### src/sv/chts_pkg.sv
// shared types and constants for the character hit test search unit
// no dependencies: every other file takes its names from here
package chts_pkg;

   // default table depth in glyphs
   localparam int MAX_GLYPHS_DEFAULT = 256;

   // widths fixed by the item fields
   localparam int COORD_W = 16;
   localparam int WIDTH_W = 12;
   localparam int INDEX_W = 8;

   // bounds get two bits over a coordinate, room to add or take off half of a width
   localparam int BOUND_W = COORD_W + 2;

   typedef enum logic [1:0] {
      OP_CLEAR  = 2'd0,
      OP_APPEND = 2'd1,
      OP_QUERY  = 2'd2
   } op_type;

   typedef enum logic [1:0] {
      ST_IDLE        = 2'd0,
      ST_CHECK_FIRST = 2'd1,
      ST_SEARCH      = 2'd2
   } state_type;

   typedef struct packed {
      logic [1:0]                 operation;
      logic signed [COORD_W-1:0]  glyph_x;
      logic [WIDTH_W-1:0]         glyph_width;
      logic signed [COORD_W-1:0]  query_x;
      logic                       line_absent;
   } req_type;

   typedef struct packed {
      logic               after_last;
      logic [INDEX_W-1:0] glyph_index;
   } rsp_type;

   // one table row: the glyph and the width of the glyph before it
   typedef struct packed {
      logic signed [COORD_W-1:0] x;
      logic [WIDTH_W-1:0]        width;
      logic [WIDTH_W-1:0]        prev_width;
   } glyph_entry_type;

endpackage

### src/sv/chts_search_ctrl.sv
// command decode, glyph count and the binary search sequencer
// depends on chts_pkg; drives the ports of chts_glyph_mem
module chts_search_ctrl #(
   parameter int MAX_GLYPHS = chts_pkg::MAX_GLYPHS_DEFAULT,
   parameter int AW         = $clog2(MAX_GLYPHS),
   parameter int CW         = $clog2(MAX_GLYPHS + 1)
) (
   input  logic                       clock,
   input  logic                       reset,
   input  logic                       start,
   output logic                       busy,
   input  chts_pkg::req_type          req_item,
   output logic                       rsp_valid,
   output chts_pkg::rsp_type          rsp_item,
   output logic                       mem_wr_en,
   output logic [AW-1:0]              mem_wr_addr,
   output chts_pkg::glyph_entry_type  mem_wr_data,
   output logic [AW-1:0]              mem_rd_addr,
   input  chts_pkg::glyph_entry_type  mem_rd_data
);

   localparam int SW = CW + 1;

   chts_pkg::state_type state_ff, state_in;
   logic [CW-1:0]                    count_ff, count_in;
   logic [chts_pkg::WIDTH_W-1:0]     last_width_ff, last_width_in;
   logic [CW-1:0]                    lo_ff, lo_in;
   logic [CW-1:0]                    hx_ff, hx_in;
   logic [AW-1:0]                    mid_ff, mid_in;
   logic signed [chts_pkg::COORD_W-1:0] qx_ff, qx_in;
   logic                             rsp_valid_ff, rsp_valid_in;
   chts_pkg::rsp_type                rsp_item_ff, rsp_item_in;

   logic                             accept;
   logic                             query_trivial;
   logic signed [chts_pkg::BOUND_W-1:0] qx_ext;
   logic signed [chts_pkg::BOUND_W-1:0] x_ext;
   logic signed [chts_pkg::BOUND_W-1:0] right_bound;
   logic signed [chts_pkg::BOUND_W-1:0] left_bound;
   logic                             go_left;
   logic                             go_right;
   logic                             hit;
   logic [CW-1:0]                    step_lo;
   logic [CW-1:0]                    step_hx;
   logic [SW-1:0]                    mid_sum;
   logic [AW-1:0]                    step_mid;
   logic                             step_more;

   assign busy   = (state_ff != chts_pkg::ST_IDLE);
   assign accept = start && !busy;
   assign query_trivial = req_item.line_absent || (count_ff == '0);

   // bounds of the glyph whose row was read last cycle
   assign qx_ext = chts_pkg::BOUND_W'(qx_ff);
   assign x_ext  = chts_pkg::BOUND_W'(mem_rd_data.x);
   assign right_bound = x_ext
                      + $signed(chts_pkg::BOUND_W'(mem_rd_data.width >> 1))
                      - $signed(chts_pkg::BOUND_W'(!mem_rd_data.width[0]));
   assign left_bound  = x_ext
                      - $signed(chts_pkg::BOUND_W'(mem_rd_data.prev_width >> 1));

   // left of the span wins when the span is empty
   assign go_left  = (state_ff == chts_pkg::ST_SEARCH) && (qx_ext < left_bound);
   assign go_right = !go_left && (qx_ext > right_bound);
   assign hit      = !go_left && !go_right;

   // search window as [lo, hx) after this step
   always_comb begin
      if (state_ff == chts_pkg::ST_CHECK_FIRST) begin
         step_lo = CW'(1);
         step_hx = count_ff;
      end else begin
         step_lo = go_right ? (CW'(mid_ff) + CW'(1)) : lo_ff;
         step_hx = go_left ? CW'(mid_ff) : hx_ff;
      end
   end

   assign step_more = (step_lo < step_hx);
   assign mid_sum   = SW'(step_lo) + SW'(step_hx) - SW'(1);
   assign step_mid  = mid_sum[AW:1];

   // row 0 on a query accept, otherwise the next probe
   assign mem_rd_addr = (state_ff == chts_pkg::ST_IDLE) ? '0 : step_mid;

   // next state
   always_comb begin
      state_in = state_ff;
      case (state_ff)
         chts_pkg::ST_IDLE: begin
            if (accept && (req_item.operation == chts_pkg::OP_QUERY) && !query_trivial) begin
               state_in = chts_pkg::ST_CHECK_FIRST;
            end
         end
         chts_pkg::ST_CHECK_FIRST: begin
            if (go_right && step_more) begin
               state_in = chts_pkg::ST_SEARCH;
            end else begin
               state_in = chts_pkg::ST_IDLE;
            end
         end
         chts_pkg::ST_SEARCH: begin
            if (hit || !step_more) begin
               state_in = chts_pkg::ST_IDLE;
            end
         end
         default: begin
            state_in = chts_pkg::ST_IDLE;
         end
      endcase
   end

   // datapath and outputs
   always_comb begin
      count_in      = count_ff;
      last_width_in = last_width_ff;
      lo_in         = lo_ff;
      hx_in         = hx_ff;
      mid_in        = mid_ff;
      qx_in         = qx_ff;
      rsp_valid_in  = 1'b0;
      rsp_item_in   = rsp_item_ff;
      mem_wr_en     = 1'b0;
      mem_wr_addr   = count_ff[AW-1:0];
      mem_wr_data.x          = req_item.glyph_x;
      mem_wr_data.width      = req_item.glyph_width;
      mem_wr_data.prev_width = last_width_ff;
      case (state_ff)
         chts_pkg::ST_IDLE: begin
            if (accept) begin
               case (req_item.operation)
                  chts_pkg::OP_CLEAR: begin
                     count_in = '0;
                  end
                  chts_pkg::OP_APPEND: begin
                     if (count_ff < CW'(MAX_GLYPHS)) begin
                        mem_wr_en     = 1'b1;
                        count_in      = count_ff + CW'(1);
                        last_width_in = req_item.glyph_width;
                     end
                  end
                  chts_pkg::OP_QUERY: begin
                     qx_in  = req_item.query_x;
                     mid_in = '0;
                     if (query_trivial) begin
                        rsp_valid_in = 1'b1;
                        rsp_item_in.after_last  = 1'b1;
                        rsp_item_in.glyph_index = '0;
                     end
                  end
                  default: begin
                     count_in = count_ff;
                  end
               endcase
            end
         end
         chts_pkg::ST_CHECK_FIRST, chts_pkg::ST_SEARCH: begin
            if (hit) begin
               rsp_valid_in = 1'b1;
               rsp_item_in.after_last  = 1'b0;
               rsp_item_in.glyph_index = chts_pkg::INDEX_W'(mid_ff);
            end else if (!step_more) begin
               rsp_valid_in = 1'b1;
               rsp_item_in.after_last  = 1'b1;
               rsp_item_in.glyph_index = '0;
            end else begin
               lo_in  = step_lo;
               hx_in  = step_hx;
               mid_in = step_mid;
            end
         end
         default: begin
            rsp_valid_in = 1'b0;
         end
      endcase
   end

   always_ff @(posedge clock) begin
      if (reset) begin
         state_ff     <= chts_pkg::ST_IDLE;
         count_ff     <= '0;
         rsp_valid_ff <= 1'b0;
      end else begin
         state_ff     <= state_in;
         count_ff     <= count_in;
         rsp_valid_ff <= rsp_valid_in;
      end
   end

   always_ff @(posedge clock) begin
      last_width_ff <= last_width_in;
      lo_ff         <= lo_in;
      hx_ff         <= hx_in;
      mid_ff        <= mid_in;
      qx_ff         <= qx_in;
      rsp_item_ff   <= rsp_item_in;
   end

   assign rsp_valid = rsp_valid_ff;
   assign rsp_item  = rsp_item_ff;

   a_count_in_range: assert property (@(posedge clock) disable iff (reset)
      count_ff <= CW'(MAX_GLYPHS))
      else $error("glyph count beyond table depth");

   a_miss_index_zero: assert property (@(posedge clock) disable iff (reset)
      rsp_valid_ff && rsp_item_ff.after_last |-> rsp_item_ff.glyph_index == '0)
      else $error("miss reported with non-zero index");

   a_append_counts: assert property (@(posedge clock) disable iff (reset)
      accept && (req_item.operation == chts_pkg::OP_APPEND) && (count_ff < CW'(MAX_GLYPHS))
      |=> count_ff == $past(count_ff) + CW'(1))
      else $error("append did not advance glyph count");

   a_search_needs_two: assert property (@(posedge clock) disable iff (reset)
      state_ff == chts_pkg::ST_SEARCH |-> count_ff > CW'(1))
      else $error("search running over fewer than two glyphs");

   a_rsp_has_cause: assert property (@(posedge clock) disable iff (reset)
      rsp_valid_ff |-> $past(busy) ||
         $past(accept && (req_item.operation == chts_pkg::OP_QUERY)))
      else $error("result strobe without a query");

endmodule

### config.mk
export PLATFORM = sky130hd
export DESIGN_NAME = chts_search_ctrl
export DESIGN_NICKNAME = d
export VERILOG_FILES = /design/src/sv/chts_pkg.sv /design/src/sv/chts_search_ctrl.sv
export SDC_FILE = /design/constraint.sdc
export NUM_CORES = 1
export LEC_CHECK = 0
export ABC_AREA = 1
export BUFFER_PORTS_ARGS = -buffer_cell sky130_fd_sc_hd__buf_4
export CAP_MARGIN = 15
export CELL_PAD_IN_SITES_DETAIL_PLACEMENT = 0
export CELL_PAD_IN_SITES_GLOBAL_PLACEMENT = 2
export CORE_MARGIN = 1
export CORE_UTILIZATION = 32
export DETAILED_ROUTE_END_ITERATION = 8
export MAX_ROUTING_LAYER = met4
export PLACE_DENSITY = 0.8
export SLEW_MARGIN = 25
export SYNTH_ARGS = -nofsm -noshare
export SYNTH_HDL_FRONTEND = slang
export SYNTH_SLANG_ARGS = --single-unit
### constraint.sdc
create_clock -name clock -period 16.5 [get_ports clock]
set_clock_uncertainty 0.1 [all_clocks]
set_input_delay 4.95 -clock clock [delete_from_list [all_inputs] [get_ports clock]]
set_output_delay 4.95 -clock clock [all_outputs]
set_load 0.005 [all_outputs]
# Yosys cells after proc, flatten, opt, wreduce, memory -nomap -nowiden
# Index checks and enable logic that the tools add are counted.
# totals
ff_bits	75
out_inout_bits	68
# op_classes
add_sub_neg	7
reduce_logical	29
bitwise_logic	1
order_cmp	4
muxes	32
eq_ne	13
# op_table
operator	n
9-bit 2-to-1 mux	10
8-bit 2-to-1 mux	5
9-bit one-hot mux with 2 select lines	2
16-bit by 18-bit greater-than comparator with 1-bit output	1
17-bit by 2-bit subtractor with 18-bit output	1
16-bit by 12-bit adder with 17-bit output	1
16-bit by 17-bit less-than comparator with 1-bit output	1
16-bit by 12-bit subtractor with 17-bit output	1
8-bit one-hot mux with 2 select lines	1
2-bit inequality test, second input constant	5
5-bit AND reduction	2
8-bit by 1-bit adder with 9-bit output, second input constant	1
9-bit by 1-bit adder with 9-bit output, second input constant	1
9-bit adder	1
9-bit logical NOT	1
9-bit less-than comparator	1
9-bit less-than comparator, second input constant	1
1-bit 2-to-1 mux	9
9-bit by 1-bit subtractor with 9-bit output, second input constant	1
4-bit AND reduction	2
1-bit logical AND	7
1-bit logical NOT	6
2-bit 2-to-1 mux	3
2-bit by 1-bit inequality test with 1-bit output, second input constant	3
12 further kinds	19

# Longest topological paths before layout
# Gate-level depths: netlist of run 1.
# logic_depth
word_depth	12
mapped_depth	44
depth_no_buf	43

# Worst setup path before layout of run 1
# No wires, ideal clock.
# synth_path
path_type	input to output
start	in mem_rd_data[12] (netlist bit)
end	out mem_rd_addr[7]
required_time_ns	11.450
arrival_time_ns	10.176
stages	40
setup_slack_ns	1.274
path_cell_list	inv_1 -> ha_1 -> inv_1 -> ha_1 -> inv_1 -> fa_1 -> nor2_1 -> nor2_1 -> o221ai_1 -> a21oi_1 -> o21ai_1 -> nand2_1 -> nand3_1 -> o21ai_0 -> o21ai_1 -> xor2_1 -> ha_1 -> nand2_1 -> (+4 left out) -> a21oi_1 -> nor2_2 -> nand2_4 -> inv_1 -> buf_2 -> nor2_1 -> nor3_1 -> ha_1 -> ha_1 -> a21oi_1 -> o21ai_0 -> a21oi_1 -> o21ai_0 -> a21oi_1 -> nor2_1 -> nor2_1 -> xor2_1 -> nor2_1
# synth_via
elab_chain_len	9
# synth_rtl
element	line_no	text
from (decl)	chts_search_ctrl.sv:19	input chts_pkg::glyph_entry_type mem_rd_data
1-bit logical NOT	chts_search_ctrl.sv:58	- $signed(chts_pkg::BOUND_W'(!mem_rd_data.width[0]));
17-bit by 2-bit subtractor with 18-bit output	chts_search_ctrl.sv:58	
16-bit by 18-bit greater-than comparator with 1-bit output	chts_search_ctrl.sv:64	assign go_right = !go_left && (qx_ext > right_bound);
1-bit logical AND	chts_search_ctrl.sv:64	
9-bit 2-to-1 mux	chts_search_ctrl.sv:73	step_lo = go_right ? (CW'(mid_ff) + CW'(1)) : lo_ff;
9-bit 2-to-1 mux	chts_search_ctrl.sv:69	if (state_ff == chts_pkg::ST_CHECK_FIRST) begin
net step_lo[2]	chts_search_ctrl.sv:43	logic [CW-1:0] step_lo;
9-bit adder	chts_search_ctrl.sv:79	assign mid_sum = SW'(step_lo) + SW'(step_hx) - SW'(1);
9-bit by 1-bit subtractor with 9-bit output	chts_search_ctrl.sv:79	
8-bit 2-to-1 mux	chts_search_ctrl.sv:83	assign mem_rd_addr = (state_ff == chts_pkg::ST_IDLE) ? '0 : step_mid;
to (decl)	chts_search_ctrl.sv:18	output logic [AW-1:0] mem_rd_addr,
# The timed path passes the listed nets, and every way through them passes these cells.

# Final worst setup path of run 1
# layout_path
start	in mem_rd_data[26] (netlist bit)
end	out mem_rd_addr[6]
# layout_via
elab_chain_len	10
elab_cells_between_ends	15
# layout_rtl
element	line_no
branches (longest 4 deep; another with 17-bit by 2-bit subtractor with 18-bit output)	n/a
1-bit logical AND (*)	chts_search_ctrl.sv:64
9-bit 2-to-1 mux (*)	chts_search_ctrl.sv:73
9-bit 2-to-1 mux (*)	chts_search_ctrl.sv:69
net step_lo[1]	chts_search_ctrl.sv:43
9-bit adder (*)	chts_search_ctrl.sv:79
9-bit by 1-bit subtractor with 9-bit output (*)	chts_search_ctrl.sv:79
8-bit 2-to-1 mux (*)	chts_search_ctrl.sv:83
# Mark *: on every way through the listed nets, which the timed path passes.

==> results of run 1 <==
[worst register-to-register path: stages (launching register included)]
cell        delay [ps]
edfxtp_1           470
ha_1               390
a21o_1             200
nor2_1             140
nand2_1             90
nor2_2             110
nand2_1             60
nand2_1             70
nand3_2            180
nand2_4            210
clkinvlp_4         180
buf_4              190
or2_2              270
nand3_1            100
inv_1               70
ha_1               330
nand4_1            140
nor3_1             450
nand2_4            120
nand2_2             90
nor2_1              40
nand2_1             70
nand3b_1           140
inv_1              310
[cell families after synthesis]
kind of cell    count (synthesis)  share of synthesized area [%]
simple gates                  264                           17.5
flops                          75                           32.4
compound gates                114                           9.99
fa+ha+maj                     107                           20.7
buf+inv                       218                           14.6
xor+xnor                       37                           4.92
[per-layer routing]
| layer | part of all wire (%) | up-vias | track usage, % |
|---|---|---|---|
| li1 | - | 2811 | - |
| met1 | 49 | 2388 | 20.2 |
| met2 | 47 | 107 | 26.1 |
| met3 | 3.3 | 8 | 2.10 |
| met4 | 1.0 | 0 | 4.89 |
| met5 | 0 | - | - |
[sequential cells by signal, indices dropped and copies added (netlist names)]
signal / cells
qx_ff: 16
last_width_ff: 12
count_ff: 9
hx_ff: 9
lo_ff: 9
rsp_item: 9
mid_ff: 8
state_ff: 2
rsp_valid: 1
[metrics by stage]
step	power [uW]	hold WS, ps	cells
final	1260	420	1195
after global routing	1390	458	1195
after floorplan	801	367	815
after detailed placement	1060	408	1176
after CTS	1250	424	1192
after global placement	1060	409	1176
[cells in the final DEF, fill, tap and decap left out, types with 3 or more instances in the layout]
cell type     n
inv_1       173
buf_4       136
nand2_1     118
ha_1        104
nor2_1       80
edfxtp_1     63
a21oi_1      52
xor2_1       29
o21ai_0      21
nand3_1      16
nor3_1       13
dfxtp_1      12
o211ai_1      9
clkbuf_16     9
xnor2_1       8
nor2_2        7
a21o_1        7
nand4_1       6
nand2_2       5
or2_2         5
o21ai_1       5
a211oi_1      4
clkinvlp_4    3
o21ai_2       3
nor4_1        3
fa_1          3
clkinv_2      3
[final cells by class]
class | count | share of cell area, %
Clock buffer | 11 | 2.92
Clock inverter | 5 | 0.393
Inverter | 176 | 8.39
Multi-Input combinational cell | 522 | 44.4
Sequential cell | 75 | 26.8
Tap cell | 270 | 4.24
Timing Repair Buffer | 136 | 12.8
[repair_timing]
item                       4_1_cts  5_1_grt
buffers inserted                 0        3
setup endpoints to repair        0        4
gates resized for setup          0       10
hold endpoints to repair         0        0
[power breakdown]
group | leakage (uW) | total [uW] | internal (uW) | switching, uW
Sequential | 0.000677 | 286 | 271 | 15.3
Combinational | 0.00315 | 789 | 322 | 467
Clock | 0.000129 | 183 | 101 | 81.9
Total | 0.00396 | 1260 | 694 | 564
[worst paths after layout]
| kind | startpoint | end | slack [ps] | cells past startpoint |
|---|---|---|---|---|
| worst max register to register | qx_ff[15]$_DFFE_PP_ | rsp_item[1]$_SDFFCE_PN0P_ | 11630 | 23 |
| worst max-delay path | mem_rd_data[26] | mem_rd_addr[6] | 480 | 40 |
| worst min register to register | count_ff[7]$_SDFFE_PP0P_ | count_ff[7]$_SDFFE_PP0P_ | 420 | 1 |
| worst min-delay path | count_ff[7]$_SDFFE_PP0P_ | count_ff[7]$_SDFFE_PP0P_ | 420 | 1 |
==> impl_metrics.env, run 1 <==
export IMPL_period_needed_ps=16020
export IMPL_htree_levels=3
export IMPL_initialDrtViolationCount=138
export IMPL_design_area_sq_um=7960
export IMPL_drv_slew=0
export IMPL_yosysTopAreaCellShare_pct=28.7
export IMPL_cts_tree="done"
export IMPL_synth_top_flop_cell="edfxtp_1"
export IMPL_diodes=0
export IMPL_gp_congestion=0.776
export IMPL_finish_net_count=1117
export IMPL_routedWlPerCell_microns=13.4
export IMPL_cts_sinks=75
export IMPL_first_pass_iters=4
export IMPL_ant_nets=0
export IMPL_syn2layout_area_growth_pct=20.8
export IMPL_synth_seq_cells=75
export IMPL_postLayoutCoreUtil_pct=39.3
export IMPL_syn_area_sq_um=6590
export IMPL_netlist_top_cells_count="inv_1, nand2_1, ha_1, nor2_1, edfxtp_1"
export IMPL_avgSynthCellArea_sq_um=8.08
export IMPL_post_dp_cell_area_sq_um=7630
export IMPL_p_leak_uw=0.00396
export IMPL_overflow=0
export IMPL_fp_coreArea_sq_um=20200
export IMPL_die_w_microns=145
export IMPL_crit_family="adder cells"
export IMPL_cts_buffers=9
export IMPL_vias=5314
export IMPL_ir_drop_mv=0.169
export IMPL_worst_slack_ps=482
export IMPL_die_h_microns=145
export IMPL_power_density_nw_per_um2=158
export IMPL_synth_edf_count=63
export IMPL_synth_area_leaders="edfxtp_1, ha_1, inv_1, nand2_1, nor2_1"
export IMPL_netlist_cell_type_count=42
export IMPL_slowest_delay_ps=380
export IMPL_cts_root_buf="clkbuf_16"
export IMPL_setup_viol=0
export IMPL_grt_max_degree=21
export IMPL_cpMaxStageDelayCell="fa_1"
export IMPL_syn_nets=1012
export IMPL_yosysWarnings=0
export IMPL_path_class="in2out"
export IMPL_first_global_vias=5028
export IMPL_hold_viol_final=0
export IMPL_insertion_delay_ps=340
export IMPL_grt_pass1_wl_microns=25400
export IMPL_seq_area_sq_um=2130
export IMPL_fin_crit_sh_pct=97.1
export IMPL_critPathRequiredTime_ps=11450
export IMPL_drv_cap=0
export IMPL_die_area_sq_um=21200
export IMPL_viasPerCell=4.45
export IMPL_yosys_area_top_type="edfxtp_1"
export IMPL_timing_critical_path_buf_inv=7
export IMPL_port_buffers=124
export IMPL_rows=52
export IMPL_antenna_found_initial=0
export IMPL_worstMarginPinSlew_ps=859
export IMPL_synthArstFlopShare_pct=0
export IMPL_tns_ps=0
export IMPL_drive_gt1_share_pct=20.0
export IMPL_hp_class="reg2reg"
export IMPL_track_usage_pct=15.8
export IMPL_ctsHoldBuffers=0
export IMPL_slew_headroom_pct=42.7
export IMPL_dpl_hpwl_microns=13100
export IMPL_clockBufferDepth=2
export IMPL_cp_end_kind="primary output"
export IMPL_syn_inst=815
export IMPL_initial_utilization_pct=32.6
export IMPL_post_synth_top_count_cell="inv_1"
export IMPL_wirelength_microns=16000
export IMPL_startpoint_type="input pin"
export IMPL_num_io_pins=158
export IMPL_cp_max_fo=9
export IMPL_pre_cts_ws_ps=304
export IMPL_drc=0
export IMPL_fmax_mhz=62.4
export IMPL_outcome="finished clean"
export IMPL_multi_input_area_sq_um=3540
export IMPL_n_fill_cell=2153
export IMPL_worstPathArrival_ps=10970
export IMPL_yosysSeqAreaShare_pct=32.4
export IMPL_cts_clk_slew_worst_paths_ps=60
Power figures use the tool's default switching activity.
==> inputs of run 2 (changes only) <==
--- a/config.mk
+++ b/config.mk
@@ -10,6 +10,7 @@
 export CAP_MARGIN = 15
 export CELL_PAD_IN_SITES_DETAIL_PLACEMENT = 0
 export CELL_PAD_IN_SITES_GLOBAL_PLACEMENT = 2
+export CORE_ASPECT_RATIO = 0.7
 export CORE_MARGIN = 1
 export CORE_UTILIZATION = 32
 export DETAILED_ROUTE_END_ITERATION = 8
==> impl_metrics.env, run 2 (same netlist as run 1, synthesis figures left out) <==
export IMPL_outcome="finished clean"
export IMPL_worst_slack_ps=520
export IMPL_path_class="in2out"
export IMPL_hp_class="reg2reg"
export IMPL_cp_max_fo=9
export IMPL_final_common_cell="inv_1"
export IMPL_fp_coreArea_sq_um=20000
export IMPL_die_h_microns=122
export IMPL_p_leak_uw=0.00404
export IMPL_cp_common_cell="nand2_1"
export IMPL_worstMarginPinSlew_ps=810
export IMPL_fin_crit_sh_pct=96.8
export IMPL_fmax_mhz=62.6
export IMPL_grt_pass1_wl_microns=26400
export IMPL_finish_net_count=1126
export IMPL_viasPerCell=4.40
export IMPL_use_met2_pct=21.2
export IMPL_port_buffers=124
export IMPL_period_needed_ps=15980
export IMPL_routedWlPerCell_microns=13.9
export IMPL_cts_root_buf="clkbuf_16"
export IMPL_die_w_microns=174
export IMPL_slowest_delay_ps=400
export IMPL_dpl_hpwl_microns=13900
export IMPL_grt_max_degree=21
export IMPL_power_density_nw_per_um2=173
export IMPL_drv_slew=0
export IMPL_worstPathArrival_ps=10930
export IMPL_cp_end_kind="primary output"
export IMPL_critPathRequiredTime_ps=11450
export IMPL_num_io_pins=158
export IMPL_r2r_start="qx_ff[15]$_DFFE_PP_"
export IMPL_htree_levels=3
export IMPL_insertion_delay_ps=350
export IMPL_cts_buffers=9
export IMPL_tns_ps=0
export IMPL_initialDrtViolationCount=274
export IMPL_hold_viol_final=0
export IMPL_vias=5299
export IMPL_ant_nets=0
export IMPL_gp_congestion=0.826
export IMPL_setup_viol=0
export IMPL_layout_common_cells="inv_1, buf_4, nand2_1, ha_1, nor2_1"
export IMPL_cts_clk_slew_worst_paths_ps=60
export IMPL_wirelength_microns=16800
export IMPL_diodes=0
export IMPL_overflow=0
export IMPL_gr_usage_met3_pct=2.93
export IMPL_antenna_found_initial=0
export IMPL_hold_start="count_ff[3]$_SDFFE_PP0P_"
export IMPL_syn2layout_area_growth_pct=22.6
export IMPL_cts_sinks=75
export IMPL_ir_drop_mv=0.0991
export IMPL_drv_cap=0
export IMPL_top_register="qx_ff"
export IMPL_track_usage_pct=16.8
export IMPL_critPathLaunch="mem_rd_data[26]"
export IMPL_rows=43
export IMPL_initial_utilization_pct=32.9
export IMPL_biggestRegsByFlops="qx_ff (16), last_width_ff (12)"
export IMPL_drive_gt1_share_pct=20.6
export IMPL_use_met1_pct=26.7
export IMPL_startpoint_type="input pin"
export IMPL_first_pass_iters=5
export IMPL_die_area_sq_um=21200
export IMPL_largest_reg_flops=16
export IMPL_top_usage_layer="met1"
export IMPL_first_global_vias=4981
export IMPL_pre_cts_ws_ps=240
export IMPL_slew_headroom_pct=45.9
export IMPL_drc=0
export IMPL_cpMaxStageDelayCell="fa_1"
export IMPL_cts_tree="done"
export IMPL_clockBufferDepth=2
run 2: cell count changes in the layout (fill, tap and decap cells not counted), sizes merged:
| cell | delta |
|---|---|
| buf | +9 |
| bufinv | +2 |
| clkbuf | -1 |
| clkinv | -2 |
| clkinvlp | -3 |
| inv | +4 |
run 2: final timing paths:
kind	to	slack, ps	cells past startpoint
worst max-delay path	mem_rd_addr[6]	520	40
worst min-delay path	count_ff[4]$_SDFFE_PP0P_	440	2
worst max register to register	hx_ff[0]$_DFFE_PP_	11680	23
worst min register to register	count_ff[4]$_SDFFE_PP0P_	440	2
run 2: cell type report:
| type | count | area (sq um) |
|---|---|---|
| Inverter | 176 | 661 |
| Tap cell | 270 | 338 |
| Multi-Input combinational cell | 522 | 3530 |
| Fill cell | 2105 | 11900 |
| Sequential cell | 75 | 2130 |
| Clock inverter | 6 | 95.1 |
| Clock buffer | 10 | 229 |
| Timing Repair Buffer | 145 | 1090 |
run 2: critical path, delay by kind of cell:
family / cells / cell delay [ps]
buf+inv: 7 / 620
simple gates: 15 / 1540
fa+ha+maj: 6 / 1800
compound gates: 11 / 1810
xor+xnor: 1 / 180
run 2: per-layer routing:
layer / up-vias / wire (microns)
li1: 2823 / -
met1: 2321 / 9800
met2: 135 / 5870
met3: 20 / 933
met4: 0 / 184
met5: - / 0
run 2: report_power, final:
group          internal (uW)  total, uW  switching [uW]
sequential               271        287            16.0
combinational            394        888             494
clock                    134        221            86.6
run 2: timing repair:
action	CTS	global route
setup buffers	0	2
hold buffers	0	0
setup endpoints to repair	0	4
gates resized for setup	0	6
endpoints found under the hold margin	0	0
run 2: per-stage QoR:
stage	cells	hold slack (ps)	util [%]	power, uW	instance area, sq um
5_1_grt	1204	463	40.4	1530	8080
2_1_floorplan	815	367	-	801	6590
3_3_place_gp	1186	417	38.5	1160	7710
6_report	1204	439	40.4	1400	8080
3_5_place_dp	1186	421	38.5	1160	7710
4_1_cts	1202	435	40.1	1380	8030
